**src/stok_pkg.sv**
```systemverilog
// shared types, token codes and keyword tables for the source tokenizer
package stok_pkg;

   // scanner modes
   typedef enum logic [3:0] {
      MODE_IDLE    = 4'd0,
      MODE_COMMENT = 4'd1,
      MODE_INT     = 4'd2,
      MODE_DOT     = 4'd3,
      MODE_FRAC    = 4'd4,
      MODE_IDENT   = 4'd5,
      MODE_STRING  = 4'd6,
      MODE_OP      = 4'd7
   } mode_type;

   // token kinds
   localparam logic [5:0] KIND_NUMBER   = 6'd0;
   localparam logic [5:0] KIND_STRING   = 6'd1;
   localparam logic [5:0] KIND_IDENT    = 6'd5;
   localparam logic [5:0] KIND_AND      = 6'd21;
   localparam logic [5:0] KIND_OR       = 6'd22;
   localparam logic [5:0] KIND_NOT      = 6'd23;
   localparam logic [5:0] KIND_PLUS     = 6'd24;
   localparam logic [5:0] KIND_MINUS    = 6'd25;
   localparam logic [5:0] KIND_STAR     = 6'd26;
   localparam logic [5:0] KIND_SLASH    = 6'd27;
   localparam logic [5:0] KIND_PERCENT  = 6'd28;
   localparam logic [5:0] KIND_EQ       = 6'd29;
   localparam logic [5:0] KIND_EQEQ     = 6'd30;
   localparam logic [5:0] KIND_BANGEQ   = 6'd31;
   localparam logic [5:0] KIND_LT       = 6'd32;
   localparam logic [5:0] KIND_LTEQ     = 6'd33;
   localparam logic [5:0] KIND_GT       = 6'd34;
   localparam logic [5:0] KIND_GTEQ     = 6'd35;
   localparam logic [5:0] KIND_LPAREN   = 6'd36;
   localparam logic [5:0] KIND_RPAREN   = 6'd37;
   localparam logic [5:0] KIND_LBRACE   = 6'd38;
   localparam logic [5:0] KIND_RBRACE   = 6'd39;
   localparam logic [5:0] KIND_LBRACKET = 6'd40;
   localparam logic [5:0] KIND_RBRACKET = 6'd41;
   localparam logic [5:0] KIND_COMMA    = 6'd42;
   localparam logic [5:0] KIND_COLON    = 6'd43;
   localparam logic [5:0] KIND_DOT      = 6'd44;
   localparam logic [5:0] KIND_NEWLINE  = 6'd45;
   localparam logic [5:0] KIND_EOF      = 6'd46;
   localparam logic [5:0] KIND_ERROR    = 6'd47;

   // error codes
   localparam logic [1:0] ERR_STRING     = 2'd0;
   localparam logic [1:0] ERR_AMP        = 2'd1;
   localparam logic [1:0] ERR_BAR        = 2'd2;
   localparam logic [1:0] ERR_UNEXPECTED = 2'd3;
   localparam logic [1:0] ERR_NONE       = 2'd0;

   localparam logic [19:0] LINE_LIMIT  = 20'hFFFFF;
   localparam logic [3:0]  IDENT_LIMIT = 4'd15;
   localparam int          MAX_RESULTS = 3;

   // keyword table, empty slots have length zero
   localparam logic [79:0] KW_TEXT [32] = '{
      0: "else", 1: "bool", 2: "fn", 3: "false", 4: "float", 5: "if", 6: "impl",
      7: "implement", 8: "int", 9: "interface", 10: "list", 11: "map",
      12: "string", 13: "struct", 14: "null", 15: "return", 16: "true",
      17: "while", default: 80'd0};
   localparam logic [3:0] KW_LEN [32] = '{
      0: 4'd4, 1: 4'd4, 2: 4'd2, 3: 4'd5, 4: 4'd5, 5: 4'd2, 6: 4'd4, 7: 4'd9,
      8: 4'd3, 9: 4'd9, 10: 4'd4, 11: 4'd3, 12: 4'd6, 13: 4'd6, 14: 4'd4,
      15: 4'd6, 16: 4'd4, 17: 4'd5, default: 4'd0};
   localparam logic [5:0] KW_KIND [32] = '{
      0: 6'd15, 1: 6'd9, 2: 6'd12, 3: 6'd3, 4: 6'd7, 5: 6'd14, 6: 6'd19,
      7: 6'd20, 8: 6'd6, 9: 6'd18, 10: 6'd10, 11: 6'd11, 12: 6'd8, 13: 6'd17,
      14: 6'd4, 15: 6'd13, 16: 6'd2, 17: 6'd16, default: 6'd5};

   // one result beat
   typedef struct packed {
      logic [5:0]  token_kind;
      logic [1:0]  error_code;
      logic [19:0] start_offset;
      logic [20:0] token_length;
      logic [19:0] line_number;
      logic        last_of_run;
   } result_type;

   // results produced by one accepted byte
   typedef struct packed {
      logic [1:0]             count;
      result_type [MAX_RESULTS-1:0] res;
   } scan_out_type;

   // byte of keyword slot at position pos, pos below its length
   function automatic logic [7:0] kw_byte(input int slot, input logic [3:0] pos);
      logic [79:0] t;
      t = KW_TEXT[slot] >> (8 * (int'(KW_LEN[slot]) - 1 - int'(pos)));
      return t[7:0];
   endfunction

   function automatic logic is_digit(input logic [7:0] c);
      return c >= "0" && c <= "9";
   endfunction

   function automatic logic is_alpha(input logic [7:0] c);
      return (c >= "a" && c <= "z") || (c >= "A" && c <= "Z");
   endfunction

   // one-byte punctuation, valid flag in the top bit
   function automatic logic [6:0] single_kind(input logic [7:0] c);
      case (c)
         "(": return {1'b1, KIND_LPAREN};
         ")": return {1'b1, KIND_RPAREN};
         "{": return {1'b1, KIND_LBRACE};
         "}": return {1'b1, KIND_RBRACE};
         "[": return {1'b1, KIND_LBRACKET};
         "]": return {1'b1, KIND_RBRACKET};
         ",": return {1'b1, KIND_COMMA};
         ":": return {1'b1, KIND_COLON};
         ".": return {1'b1, KIND_DOT};
         "+": return {1'b1, KIND_PLUS};
         "-": return {1'b1, KIND_MINUS};
         "*": return {1'b1, KIND_STAR};
         "/": return {1'b1, KIND_SLASH};
         "%": return {1'b1, KIND_PERCENT};
         default: return {1'b0, KIND_ERROR};
      endcase
   endfunction

   function automatic logic [5:0] op_single(input logic [7:0] h);
      case (h)
         "=": return KIND_EQ;
         "!": return KIND_NOT;
         "<": return KIND_LT;
         default: return KIND_GT;
      endcase
   endfunction

   function automatic logic [5:0] op_double(input logic [7:0] h);
      case (h)
         "=": return KIND_EQEQ;
         "!": return KIND_BANGEQ;
         "<": return KIND_LTEQ;
         default: return KIND_GTEQ;
      endcase
   endfunction

endpackage

```
**src/stok_scan.sv**
```systemverilog
// scanner state and per-byte token logic
module stok_scan #(
   parameter int SOURCE_BYTES  = 1048576,
   parameter int KEYWORD_COUNT = 19
) (
   input  logic                  clock,
   input  logic                  reset,
   input  logic                  take,
   input  logic [7:0]            ch,
   input  logic                  end_of_source,
   output stok_pkg::scan_out_type scan_out
);
   import stok_pkg::*;

   localparam int OW = $clog2(SOURCE_BYTES) + 1;
   localparam logic [OW-1:0] OFFSET_MAX = OW'(SOURCE_BYTES);
   localparam logic [OW-2:0] START_MAX  = (OW-1)'(SOURCE_BYTES - 1);
   localparam logic [OW:0]   SPAN_MAX   = (OW+1)'(SOURCE_BYTES);

   mode_type                 mode_ff, mode_in;
   logic [OW-2:0]            start_ff, start_in;
   logic [OW-1:0]            offset_ff, offset_in;
   logic [19:0]              line_ff, line_in;
   logic [KEYWORD_COUNT-1:0] cand_ff, cand_in;
   logic [3:0]               ilen_ff, ilen_in;
   logic [7:0]               held_ff, held_in;

   function automatic logic [OW-2:0] clamp(input logic [OW-1:0] p);
      return (p > OW'(START_MAX)) ? START_MAX : p[OW-2:0];
   endfunction

   function automatic logic [19:0] start_field(input logic [OW-2:0] s);
      logic [63:0] t;
      t = 64'(s);
      return t[19:0];
   endfunction

   function automatic logic [20:0] span(input logic [OW:0] hi, input logic [OW-2:0] lo);
      logic [OW:0]  d;
      logic [63:0]  t;
      d = (hi > (OW+1)'(lo)) ? hi - (OW+1)'(lo) : '0;
      if (d > SPAN_MAX) d = SPAN_MAX;
      t = 64'(d);
      return t[20:0];
   endfunction

   function automatic logic [KEYWORD_COUNT-1:0] feed(input logic [KEYWORD_COUNT-1:0] cand,
                                                   input logic [3:0] p, input logic [7:0] c);
      logic [KEYWORD_COUNT-1:0] r;
      r = cand;
      for (int i = 0; i < KEYWORD_COUNT; i++) begin
         if (p >= KW_LEN[i] || kw_byte(i, p) != c) r[i] = 1'b0;
      end
      return r;
   endfunction

   function automatic logic [5:0] ident_kind(input logic [KEYWORD_COUNT-1:0] cand,
                                             input logic [3:0] len);
      logic [5:0] k;
      k = KIND_IDENT;
      for (int i = KEYWORD_COUNT - 1; i >= 0; i--) begin
         if (cand[i] && KW_LEN[i] != 4'd0 && KW_LEN[i] == len) k = KW_KIND[i];
      end
      return k;
   endfunction

   function automatic result_type mk(input logic [5:0] kind, input logic [1:0] err,
                                     input logic [19:0] st, input logic [20:0] len,
                                     input logic [19:0] ln);
      result_type r;
      r.token_kind   = kind;
      r.error_code   = err;
      r.start_offset = st;
      r.token_length = len;
      r.line_number  = ln;
      r.last_of_run  = 1'b0;
      return r;
   endfunction

   // per-byte scan: extend the open token, or close it and start a new one
   always_comb begin
      logic        fin;
      logic        taken;
      logic [OW-1:0] pos;
      logic [OW-1:0] dot;
      logic [2:0]  n;
      logic [6:0]  sk;
      result_type [MAX_RESULTS-1:0] res;

      mode_in   = mode_ff;
      start_in  = start_ff;
      offset_in = offset_ff;
      line_in   = line_ff;
      cand_in   = cand_ff;
      ilen_in   = ilen_ff;
      held_in   = held_ff;
      res       = '0;
      n         = 3'd0;
      taken     = 1'b0;
      fin       = end_of_source || ch == 8'd0;
      pos       = offset_ff;
      dot       = (pos != '0) ? pos - OW'(1) : '0;
      sk        = single_kind(ch);

      // extend the open token
      if (!fin) begin
         case (mode_ff)
            MODE_COMMENT: begin
               if (ch != 8'h0A) taken = 1'b1;
               else mode_in = MODE_IDLE;
            end
            MODE_INT: begin
               if (is_digit(ch)) taken = 1'b1;
               else if (ch == ".") begin
                  mode_in = MODE_DOT;
                  taken   = 1'b1;
               end
            end
            MODE_DOT: begin
               if (is_digit(ch)) begin
                  mode_in = MODE_FRAC;
                  taken   = 1'b1;
               end
            end
            MODE_FRAC: begin
               if (is_digit(ch)) taken = 1'b1;
            end
            MODE_IDENT: begin
               if (is_alpha(ch) || is_digit(ch) || ch == "_") begin
                  cand_in = feed(cand_ff, ilen_ff, ch);
                  ilen_in = (ilen_ff == IDENT_LIMIT) ? IDENT_LIMIT : ilen_ff + 4'd1;
                  taken   = 1'b1;
               end
            end
            MODE_STRING: begin
               taken = 1'b1;
               if (ch == "\"") begin
                  res[n[1:0]] = mk(KIND_STRING, ERR_NONE, start_field(start_ff),
                                   span((OW+1)'(pos) + (OW+1)'(1), start_ff), line_ff);
                  n = n + 3'd1;
                  mode_in = MODE_IDLE;
               end else if (ch == 8'h0A && line_ff < LINE_LIMIT) begin
                  line_in = line_ff + 20'd1;
               end
            end
            MODE_OP: begin
               if (held_ff == "&" || held_ff == "|") begin
                  if (ch == held_ff) begin
                     res[n[1:0]] = mk((ch == "&") ? KIND_AND : KIND_OR, ERR_NONE,
                                      start_field(start_ff), 21'd2, line_ff);
                     n = n + 3'd1;
                     mode_in = MODE_IDLE;
                     taken   = 1'b1;
                  end
               end else if (ch == "=") begin
                  res[n[1:0]] = mk(op_double(held_ff), ERR_NONE, start_field(start_ff),
                                   21'd2, line_ff);
                  n = n + 3'd1;
                  mode_in = MODE_IDLE;
                  taken   = 1'b1;
               end
            end
            default: mode_in = MODE_IDLE;
         endcase
      end

      // close the pending token
      if (fin || !taken) begin
         case (mode_ff)
            MODE_INT, MODE_FRAC: begin
               res[n[1:0]] = mk(KIND_NUMBER, ERR_NONE, start_field(start_ff),
                                span((OW+1)'(pos), start_ff), line_ff);
               n = n + 3'd1;
            end
            MODE_DOT: begin
               res[n[1:0]] = mk(KIND_NUMBER, ERR_NONE, start_field(start_ff),
                                span((OW+1)'(dot), start_ff), line_ff);
               n = n + 3'd1;
               res[n[1:0]] = mk(KIND_DOT, ERR_NONE, start_field(clamp(dot)), 21'd1,
                                line_ff);
               n = n + 3'd1;
            end
            MODE_IDENT: begin
               res[n[1:0]] = mk(ident_kind(cand_ff, ilen_ff), ERR_NONE,
                                start_field(start_ff), span((OW+1)'(pos), start_ff),
                                line_ff);
               n = n + 3'd1;
            end
            MODE_STRING: begin
               res[n[1:0]] = mk(KIND_ERROR, ERR_STRING, start_field(start_ff),
                                span((OW+1)'(pos), start_ff), line_ff);
               n = n + 3'd1;
            end
            MODE_OP: begin
               if (held_ff == "&")
                  res[n[1:0]] = mk(KIND_ERROR, ERR_AMP, start_field(start_ff), 21'd1,
                                   line_ff);
               else if (held_ff == "|")
                  res[n[1:0]] = mk(KIND_ERROR, ERR_BAR, start_field(start_ff), 21'd1,
                                   line_ff);
               else
                  res[n[1:0]] = mk(op_single(held_ff), ERR_NONE, start_field(start_ff),
                                   21'd1, line_ff);
               n = n + 3'd1;
            end
            default: ;
         endcase
         mode_in = MODE_IDLE;
      end

      if (fin) begin
         // end of source: eof beat, then back to reset state
         res[n[1:0]] = mk(KIND_EOF, ERR_NONE, start_field(clamp(pos)), 21'd0, line_ff);
         n = n + 3'd1;
         mode_in   = MODE_IDLE;
         start_in  = '0;
         offset_in = '0;
         line_in   = 20'd1;
         cand_in   = '1;
         ilen_in   = 4'd0;
         held_in   = 8'd0;
      end else begin
         // start a new token from idle
         if (!taken && ch != " " && ch != 8'h09 && ch != 8'h0D) begin
            start_in = clamp(pos);
            if (ch == "#") begin
               mode_in = MODE_COMMENT;
            end else if (is_digit(ch)) begin
               mode_in = MODE_INT;
            end else if (is_alpha(ch) || ch == "_") begin
               mode_in = MODE_IDENT;
               cand_in = feed('1, 4'd0, ch);
               ilen_in = 4'd1;
            end else if (ch == 8'h0A) begin
               line_in = (line_ff < LINE_LIMIT) ? line_ff + 20'd1 : line_ff;
               res[n[1:0]] = mk(KIND_NEWLINE, ERR_NONE, start_field(clamp(pos)), 21'd1,
                                line_in);
               n = n + 3'd1;
            end else if (ch == "&" || ch == "|" || ch == "=" || ch == "!" || ch == "<"
                         || ch == ">") begin
               mode_in = MODE_OP;
               held_in = ch;
            end else if (ch == "\"") begin
               mode_in = MODE_STRING;
            end else if (sk[6]) begin
               res[n[1:0]] = mk(sk[5:0], ERR_NONE, start_field(clamp(pos)), 21'd1, line_ff);
               n = n + 3'd1;
            end else begin
               res[n[1:0]] = mk(KIND_ERROR, ERR_UNEXPECTED, start_field(clamp(pos)),
                                21'd1, line_ff);
               n = n + 3'd1;
            end
         end
         offset_in = (offset_ff < OFFSET_MAX) ? offset_ff + OW'(1) : offset_ff;
      end

      // flag the final beat of this byte
      if (n != 3'd0) res[n[1:0] - 2'd1].last_of_run = 1'b1;

      scan_out.count = n[1:0];
      scan_out.res   = res;
   end

   // scanner state registers
   always_ff @(posedge clock) begin
      if (reset) begin
         mode_ff   <= MODE_IDLE;
         start_ff  <= '0;
         offset_ff <= '0;
         line_ff   <= 20'd1;
         cand_ff   <= '1;
         ilen_ff   <= 4'd0;
         held_ff   <= 8'd0;
      end else if (take) begin
         mode_ff   <= mode_in;
         start_ff  <= start_in;
         offset_ff <= offset_in;
         line_ff   <= line_in;
         cand_ff   <= cand_in;
         ilen_ff   <= ilen_in;
         held_ff   <= held_in;
      end
   end

   // line count never drops to zero
   assert property (@(posedge clock) disable iff (reset) line_ff != 20'd0)
      else $error("line count zero");
   // an accepted end byte always leaves the scanner idle at offset zero
   assert property (@(posedge clock) disable iff (reset)
                    take && (end_of_source || ch == 8'd0) |=> mode_ff == MODE_IDLE
                    && offset_ff == '0)
      else $error("end of source did not reset scanner");
   // offset never passes the source size
   assert property (@(posedge clock) disable iff (reset) offset_ff <= OFFSET_MAX)
      else $error("offset overflow");

endmodule

```
**src/source_tokenizer.sv**
```systemverilog
// source tokenizer top level: scanner plus result queue
// result beats are written to the queue when the byte that closes their token is accepted
// throughput: one byte per cycle; each byte yields up to three result beats, drained one per cycle
// while rsp_stall is low, from a four-entry queue, so input stalls while more than one beat waits
// reset: synchronous, clears scanner to idle at offset zero and line one, empties queue
module source_tokenizer #(
   parameter int SOURCE_BYTES  = 1048576,
   parameter int KEYWORD_COUNT = 19
) (
   input  logic        clock,
   input  logic        reset,
   input  logic        req_valid,
   output logic        req_stall,
   input  logic [7:0]  req_ch,
   input  logic        req_end_of_source,
   output logic        rsp_valid,
   input  logic        rsp_stall,
   output logic [5:0]  rsp_token_kind,
   output logic [1:0]  rsp_error_code,
   output logic [19:0] rsp_start_offset,
   output logic [20:0] rsp_token_length,
   output logic [19:0] rsp_line_number,
   output logic        rsp_last_of_run
);
   import stok_pkg::*;

   localparam int DEPTH = 4;

   scan_out_type scan_out;
   result_type   queue_ff [DEPTH];
   logic [1:0]   head_ff, head_in;
   logic [1:0]   tail_ff, tail_in;
   logic [2:0]   count_ff, count_in;
   logic         take;
   logic         pop;
   result_type   head_beat;

   assign req_stall = count_ff > 3'(DEPTH - MAX_RESULTS);
   assign take      = req_valid && !req_stall;
   assign pop       = rsp_valid && !rsp_stall;

   stok_scan #(
      .SOURCE_BYTES  (SOURCE_BYTES),
      .KEYWORD_COUNT (KEYWORD_COUNT)
   ) u_scan (
      .clock         (clock),
      .reset         (reset),
      .take          (take),
      .ch            (req_ch),
      .end_of_source (req_end_of_source),
      .scan_out      (scan_out)
   );

   // queue pointers
   always_comb begin
      head_in  = pop ? head_ff + 2'd1 : head_ff;
      tail_in  = take ? tail_ff + scan_out.count : tail_ff;
      count_in = count_ff + (take ? 3'(scan_out.count) : 3'd0) - (pop ? 3'd1 : 3'd0);
   end

   always_ff @(posedge clock) begin
      if (reset) begin
         head_ff  <= 2'd0;
         tail_ff  <= 2'd0;
         count_ff <= 3'd0;
      end else begin
         head_ff  <= head_in;
         tail_ff  <= tail_in;
         count_ff <= count_in;
      end
   end

   // queue storage, up to three beats written per cycle
   always_ff @(posedge clock) begin
      if (take) begin
         for (int k = 0; k < MAX_RESULTS; k++) begin
            if (2'(k) < scan_out.count) queue_ff[tail_ff + 2'(k)] <= scan_out.res[k];
         end
      end
   end

   // result beat at the head
   assign head_beat        = queue_ff[head_ff];
   assign rsp_valid        = count_ff != 3'd0;
   assign rsp_token_kind   = head_beat.token_kind;
   assign rsp_error_code   = head_beat.error_code;
   assign rsp_start_offset = head_beat.start_offset;
   assign rsp_token_length = head_beat.token_length;
   assign rsp_line_number  = head_beat.line_number;
   assign rsp_last_of_run  = head_beat.last_of_run;

   // queue never overfills
   assert property (@(posedge clock) disable iff (reset) count_ff <= 3'(DEPTH))
      else $error("result queue overflow");
   // every accepted end byte yields at least its eof beat
   assert property (@(posedge clock) disable iff (reset)
                    take && req_end_of_source |-> scan_out.count != 2'd0)
      else $error("end byte produced no beat");
   // pointers and count stay consistent
   assert property (@(posedge clock) disable iff (reset)
                    count_ff[1:0] == tail_ff - head_ff)
      else $error("queue pointer mismatch");

endmodule

```
**config.mk**
```make
export PLATFORM = sky130hd
export DESIGN_NAME = source_tokenizer
export DESIGN_NICKNAME = d
export VERILOG_FILES = /design/src/stok_pkg.sv /design/src/stok_scan.sv /design/src/source_tokenizer.sv
export SDC_FILE = /design/constraint.sdc
export NUM_CORES = 1
export LEC_CHECK = 0
export BUFFER_PORTS_ARGS = -buffer_cell sky130_fd_sc_hd__buf_2
export CAP_MARGIN = 30
export CORE_UTILIZATION = 29
export CTS_BUF_LIST = sky130_fd_sc_hd__clkbuf_8
export CTS_CLUSTER_SIZE = 12
export DETAILED_ROUTE_END_ITERATION = 10
export PLACE_DENSITY = 0.53
export SYNTH_ARGS = -nofsm -noshare
export SYNTH_HDL_FRONTEND = slang
export SYNTH_SLANG_ARGS = --single-unit
```
**constraint.sdc**
```tcl
create_clock -name clock -period 9 [get_ports clock]
set_clock_uncertainty 0.2 [all_clocks]
set_input_delay 0.45 -clock clock [delete_from_list [all_inputs] [get_ports clock]]
set_output_delay 0.45 -clock clock [all_outputs]
set_load 0.01 [all_outputs]
```
Word-level counts from Yosys, hierarchy flattened
Memories as Yosys holds them, arrays and structs flattened. A register that Yosys moved wholly into a read port is not among the register bits.
Cells that the tools add are included.
{"block": "totals", "reg_bits": 103, "n_memories": 1, "mem_bits_rw": 280, "out_inout_bits": 72, "input_bits": 13, "elab_cells": 460}
{"memory": "queue_ff", "depth": 4, "width": 70, "rd": 1, "rd_ports_with_merged_regs": 1, "wr": 3, "line": "source_tokenizer.sv:30", "source": "result_type queue_ff [DEPTH];"}
{"block": "op_classes", "muxes": 209, "n_eq_ne": 82, "order_cmp": 35, "n_addsub": 25, "reduce_logical": 79, "shift": 19}
{"op": "bitwise mux 210 bit", "n": 13}
{"op": "two-way mux 210 bit", "n": 13}
{"op": "case mux 210 bit (5 select lines)", "n": 1}
{"op": "demux 70 bit (select 2 bit)", "n": 4}
{"op": "two-way mux 70 bit", "n": 7}
{"op": "two-way mux 21 bit", "n": 14}
{"op": "two-way mux 20 bit", "n": 14}
{"op": "right shift 31 x 32 -> 8 bit (first input constant)", "n": 6}
{"op": "== test 8 x 6 -> 1 bit (second input constant)", "n": 21}
{"op": "inequality test 8 bit", "n": 19}
{"op": "right shift 71 x 32 -> 8 bit (first input constant)", "n": 2}
{"op": "right shift 47 x 32 -> 8 bit (first input constant)", "n": 3}
{"op": "case mux 70 bit (2 select lines)", "n": 1}
{"op": "two-way mux 19 bit", "n": 7}
{"op": "right shift 39 x 32 -> 8 bit (first input constant)", "n": 3}
{"op": "two-way mux 4 bit", "n": 25}
{"op": "case mux 7 bit (14 select lines)", "n": 1}
{"op": "two-way mux 5 bit", "n": 18}
{"op": "inequality test 7 x 8 -> 1 bit (first input constant)", "n": 11}
{"op": "> comparator 22 x 21 -> 1 bit (second input constant)", "n": 3}
{"op": "two-way mux 22 bit", "n": 3}
{"op": "two-way mux 65 bit", "n": 1}
{"op": "right shift 15 x 32 -> 8 bit (first input constant)", "n": 2}
{"op": "right shift 23 x 32 -> 8 bit (first input constant)", "n": 2}
{"op": "other kinds (71)", "n": 255}

Logic depth before layout (Yosys ltp)
{"block": "depth", "ltp_word": 37, "ltp_mapped": 21}

Cells and area by module
From an unflattened synthesis, not the netlist that was laid out.
{"block": "hier_totals", "hier_cells": 4295, "hier_area_um2": 34131.5}
{"mod": "source_tokenizer", "seq_area_each_um2": 8588.2, "cells_each": 1784, "area_each_um2": 17978.5, "n_inst": 1}
{"mod": "stok_scan", "seq_area_each_um2": 1901.8, "cells_each": 2511, "area_each_um2": 16153.0, "n_inst": 1}

Worst setup path before layout
OpenSTA, ideal clock, no wires.
{"block": "synth_path", "kind": "input to register", "start": "input port req_ch[0]", "end": "memory queue_ff[1][0] in the netlist's numbering, enable pin", "n_path_buf": 3, "path_stages": 14, "required_time_ns": 8.198, "arrival_time_ns": 8.426, "setup_slack_ns": -0.228, "path_cell_list": "buf_2 -> clkbuf_1 -> nor2b_1 -> nand3_1 -> a311oi_1 -> o21ai_2 -> o211ai_1 -> nand2_1 -> ha_1 -> o21ai_1 -> and2_1 -> buf_2 -> a21oi_1 -> o31ai_1"}
{"item": "from (decl)", "line": "source_tokenizer.sv:14", "source": "input logic [7:0] req_ch,"}
{"item": "to (decl)", "line": "source_tokenizer.sv:30"}

==> results.toml <==
[layout]
fin_cells = 4963
area_growth_pct = 10.6
utilization_pct = 32.6
drive_above_1_share_pct = 12.1
final_nets = 3619

[yosys]
ys_seq_area_share_pct = 34.2
ys_types = 104
synth_compound_area_share_pct = 27.5
synthFlopType = "edfxtp_1"
synth-simple-area-share_pct = 20.6
syn_area_per_cell_um2 = 8.58
synth_async_sr_flop_share_pct = 0
synth_fp_nets = 3672
post_synth_fa_ha_maj_area_fraction_pct = 3.61
synth_top_family_by_area = "compound AO/OA/AOI/OAI gates"
post-synth-top-area-fraction_pct = 27.4
synth_area_leader_cell = "edfxtp_1"
ys_ff_latch = 384
netlist_area_um2 = 30600
synth-edff-count = 280
synth_cells = 3573
synthMuxAreaShare_pct = 5.84
yosysWarnings = 0
yosys.area_share.xor_xnor_pct = 3.43
synthTopCellsByArea = "edfxtp_1 (27%), dfxtp_1 (6.8%), mux4_2 (5.1%)"

[timing]
fin_setup_tns_ns = 0
max_freq_mhz = 154
setup_violations = 0
finalCriticalPeriod_ns = 6.49
fin_crit_sh_pct = 72.1
worst_slew_pin_slew_ns = 1.12
hold_slack_ns = 0.121
drv_slew = 0
hold_viol_final = 0
relSlewSlack_pct = 24.7
rsz0062_at_grt = "no"

[critical_path]
worstSetupPathType = "reg -> reg"
cp.arrival_ns = 6.71
cp-end-kind = "flop"
crit_slowest_cell = "nor2_1"
crit_buf_inv = 1
path_delay_family = "compound AO/OA/AOI/OAI gates"
cp.required_ns = 9.22
cpPeakStageDelay_ns = 0.74
crit_chain = "nor2_1 > nand4_1 > nor3_2 > buf_4 > a21oi_1 > ha_1 > a21oi_1 > o21ai_0 > o2111a_1 > o311a_1 > o31a_1 > a21oi_1 > nor3_1 > o221ai_1 > o21ai_0"
crit_path_frequent_cell = "a21oi_1"
cp_max_fo = 22
crit_path_start_kind = "flop"

[clock_network]
cts_setup_buffers = 0
clkTransAtPathRegs_ns = 0.06
htree_levels = 3
cts_buffer_depth = 3
cts_resized = 0
cts_buffers = 72
cts_tree = "built"
numClockSinks = 384
cts_root_buf = "clkbuf_8"
insertion_delay_ns = 0.71

[power]
comb_power_share_pct = 34.0
p_switching_uw = 2240
total_power_uw = 6070
p_int_uw = 3840
switching_share_pct = 36.9
seq_power_share_pct = 36.3
max-vdd-ir-drop_v = 0.000414
power_frac_clock_pct = 29.7
leakage_uw = 0.0115
power.density_nw_per_um2 = 179

[drt]
wl_um = 125000
vias_per_cell = 6.15
drt_pass1_iterations = 8
drtIter0Drc = 3794
final_antenna_net_count = 0
num_vias = 30500
route.detailed.drc = 0
wl_per_cell_um = 25.2

[global_routing]
grt_use_total_pct = 22.5
grt_first_pass_wirelength_um = 186000
grt_pass1_vias = 28400
grt_overflow = 0
antenna_found_initial = 3
grt_max_degree = 68

[die]
initial_core_util_pct = 29.4
die_height_um = 327
ios = 85
die_area_um2 = 107000
num_rows = 118
core-area_um2 = 104000
die_w_um = 327

[place]
hpwl_um = 88300
io_buffers = 84
gp_congestion = 0.983
dpl.cell_count = 4822

[status]
status = "completed"

[flow_run]
cap_violations = 0

[hold_path]
hold_path.class = "in -> reg"
-- cell type report --
class,instances,area [um2]
inverter,65,244
timing repair buffer,180,1150
sequential,384,10500
fill,10900,70200
antenna,3,7.51
tap,1380,1730
clock buffer,76,1050
clock inverter,58,438
multi-input combinational,2817,18800
-- worst paths after layout --
kind         slack (ns)                  from  cells past startpoint           endpoint
max                2.51  u_scan.offset_ff[19]                     15    queue_ff[0][21]
max reg2reg        2.51  u_scan.offset_ff[19]                     15    queue_ff[0][21]
min reg2reg        0.26     u_scan.cand_ff[6]                      2  u_scan.cand_ff[6]
min                0.12             req_ch[4]                      3  u_scan.held_ff[3]
-- synthesized netlist by cell type, types with 12 or more instances --
cell type / number
a31oi_1: 48
a221o_1: 59
ha_1: 82
or4_1: 14
o221ai_1: 73
mux2i_1: 18
and2_1: 32
buf_2: 39
nor2_1: 362
o21a_1: 25
nor2b_1: 26
nand3_1: 113
buf_1: 25
o2bb2ai_1: 23
o21ai_0: 260
a221oi_1: 12
and3_1: 44
edfxtp_1: 280
nand2b_1: 19
xnor2_1: 77
nor3_1: 142
o22ai_1: 34
xor2_1: 43
nand2_1: 325
nor4_1: 33
or2_2: 21
a32oi_1: 20
clkbuf_1: 238
nand4_1: 39
a21oi_1: 260
inv_1: 64
a22oi_1: 104
a211oi_1: 33
o21bai_1: 12
o31ai_1: 30
dfxtp_1: 104
mux4_2: 70
a21o_1: 41
or3_1: 36
o211ai_1: 31
a211o_1: 14
-- layout by cell type (no fill, tap or decap), drive strengths merged, types with 48 or more instances in the layout --
| master | netlist | routed |
|---|---|---|
| mux4 | 70 | 70 |
| a31oi | 48 | 48 |
| xnor2 | 77 | 77 |
| a22oi | 105 | 105 |
| o221ai | 74 | 74 |
| clkbuf | 238 | 77 |
| dfxtp | 104 | 104 |
| nor2 | 366 | 366 |
| ha | 82 | 82 |
| nor3 | 148 | 148 |
| a21oi | 260 | 260 |
| nand3 | 113 | 113 |
| edfxtp | 280 | 280 |
| a221o | 59 | 59 |
| inv | 64 | 90 |
| o21ai | 269 | 269 |
| nand2 | 327 | 327 |
| buf | 69 | 176 |
-- kinds of logic (layout without fill, tap and decap cells) --
group,Yosys count,count (layout)
AO/OA/AOI/OAI,1229,1229
adder cells (fa/ha/maj),86,86
AND/OR/NAND/NOR,1291,1291
buffers and inverters,372,379
XOR/XNOR,120,120
multiplexers,91,91
other,0,3
flip-flops,384,384
-- worst min-delay path, stage by stage --
cell and delay (ns):
buf_2 0.25, nand3b_1 0.20, a21oi_1 0.07
-- power groups by stage --
stage | sequential, uW | clock, uW | combinational (uW)
final | 2210 | 1800 | 2060
after global routing | 2230 | 1910 | 2200
after CTS | 2210 | 1830 | 2050
after detailed placement | 2250 | 0 | 2040
after global placement | 2240 | 0 | 2050
after floorplan | 2190 | 0 | 1390
-- per-stage QoR --
| step | instance area [um2] | worst slack (ns) |
|---|---|---|
| floorplan | 30600 | 0.00863 |
| CTS | 33900 | 2.67 |
| finish | 33900 | 2.51 |
| global placement | 32300 | 2.45 |
| detailed placement | 32400 | 2.24 |
| global route | 33900 | 2.20 |
-- sequential cells by signal, summed over array words and instances (netlist names), named ones only --
signal / flops
u_scan.offset_ff: 21
u_scan.start_ff: 20
u_scan.held_ff: 8
count_ff: 3
queue_ff: 280
tail_ff: 2
u_scan.line_ff: 20
u_scan.cand_ff: 18
head_ff: 2
u_scan.mode_ff: 4
u_scan.ilen_ff: 4
-- what timing repair did --
| item | in CTS | in global routing |
|---|---|---|
| hold buffers | 3 | 0 |
| setup endpoints to repair | 0 | 0 |
| endpoints found under the hold margin | 22 | 0 |
-- metal layers --
layer / up-vias / share of wire [%] / GRT usage [%]
li1: 13700 / - / -
met4: 0 / 2.6 / 6.90
met2: 1641 / 45 / 34.9
met1: 15000 / 43 / 31.3
met5: - / 0 / 0
met3: 225 / 9.6 / 4.29
(Power assumes the default switching activity.)
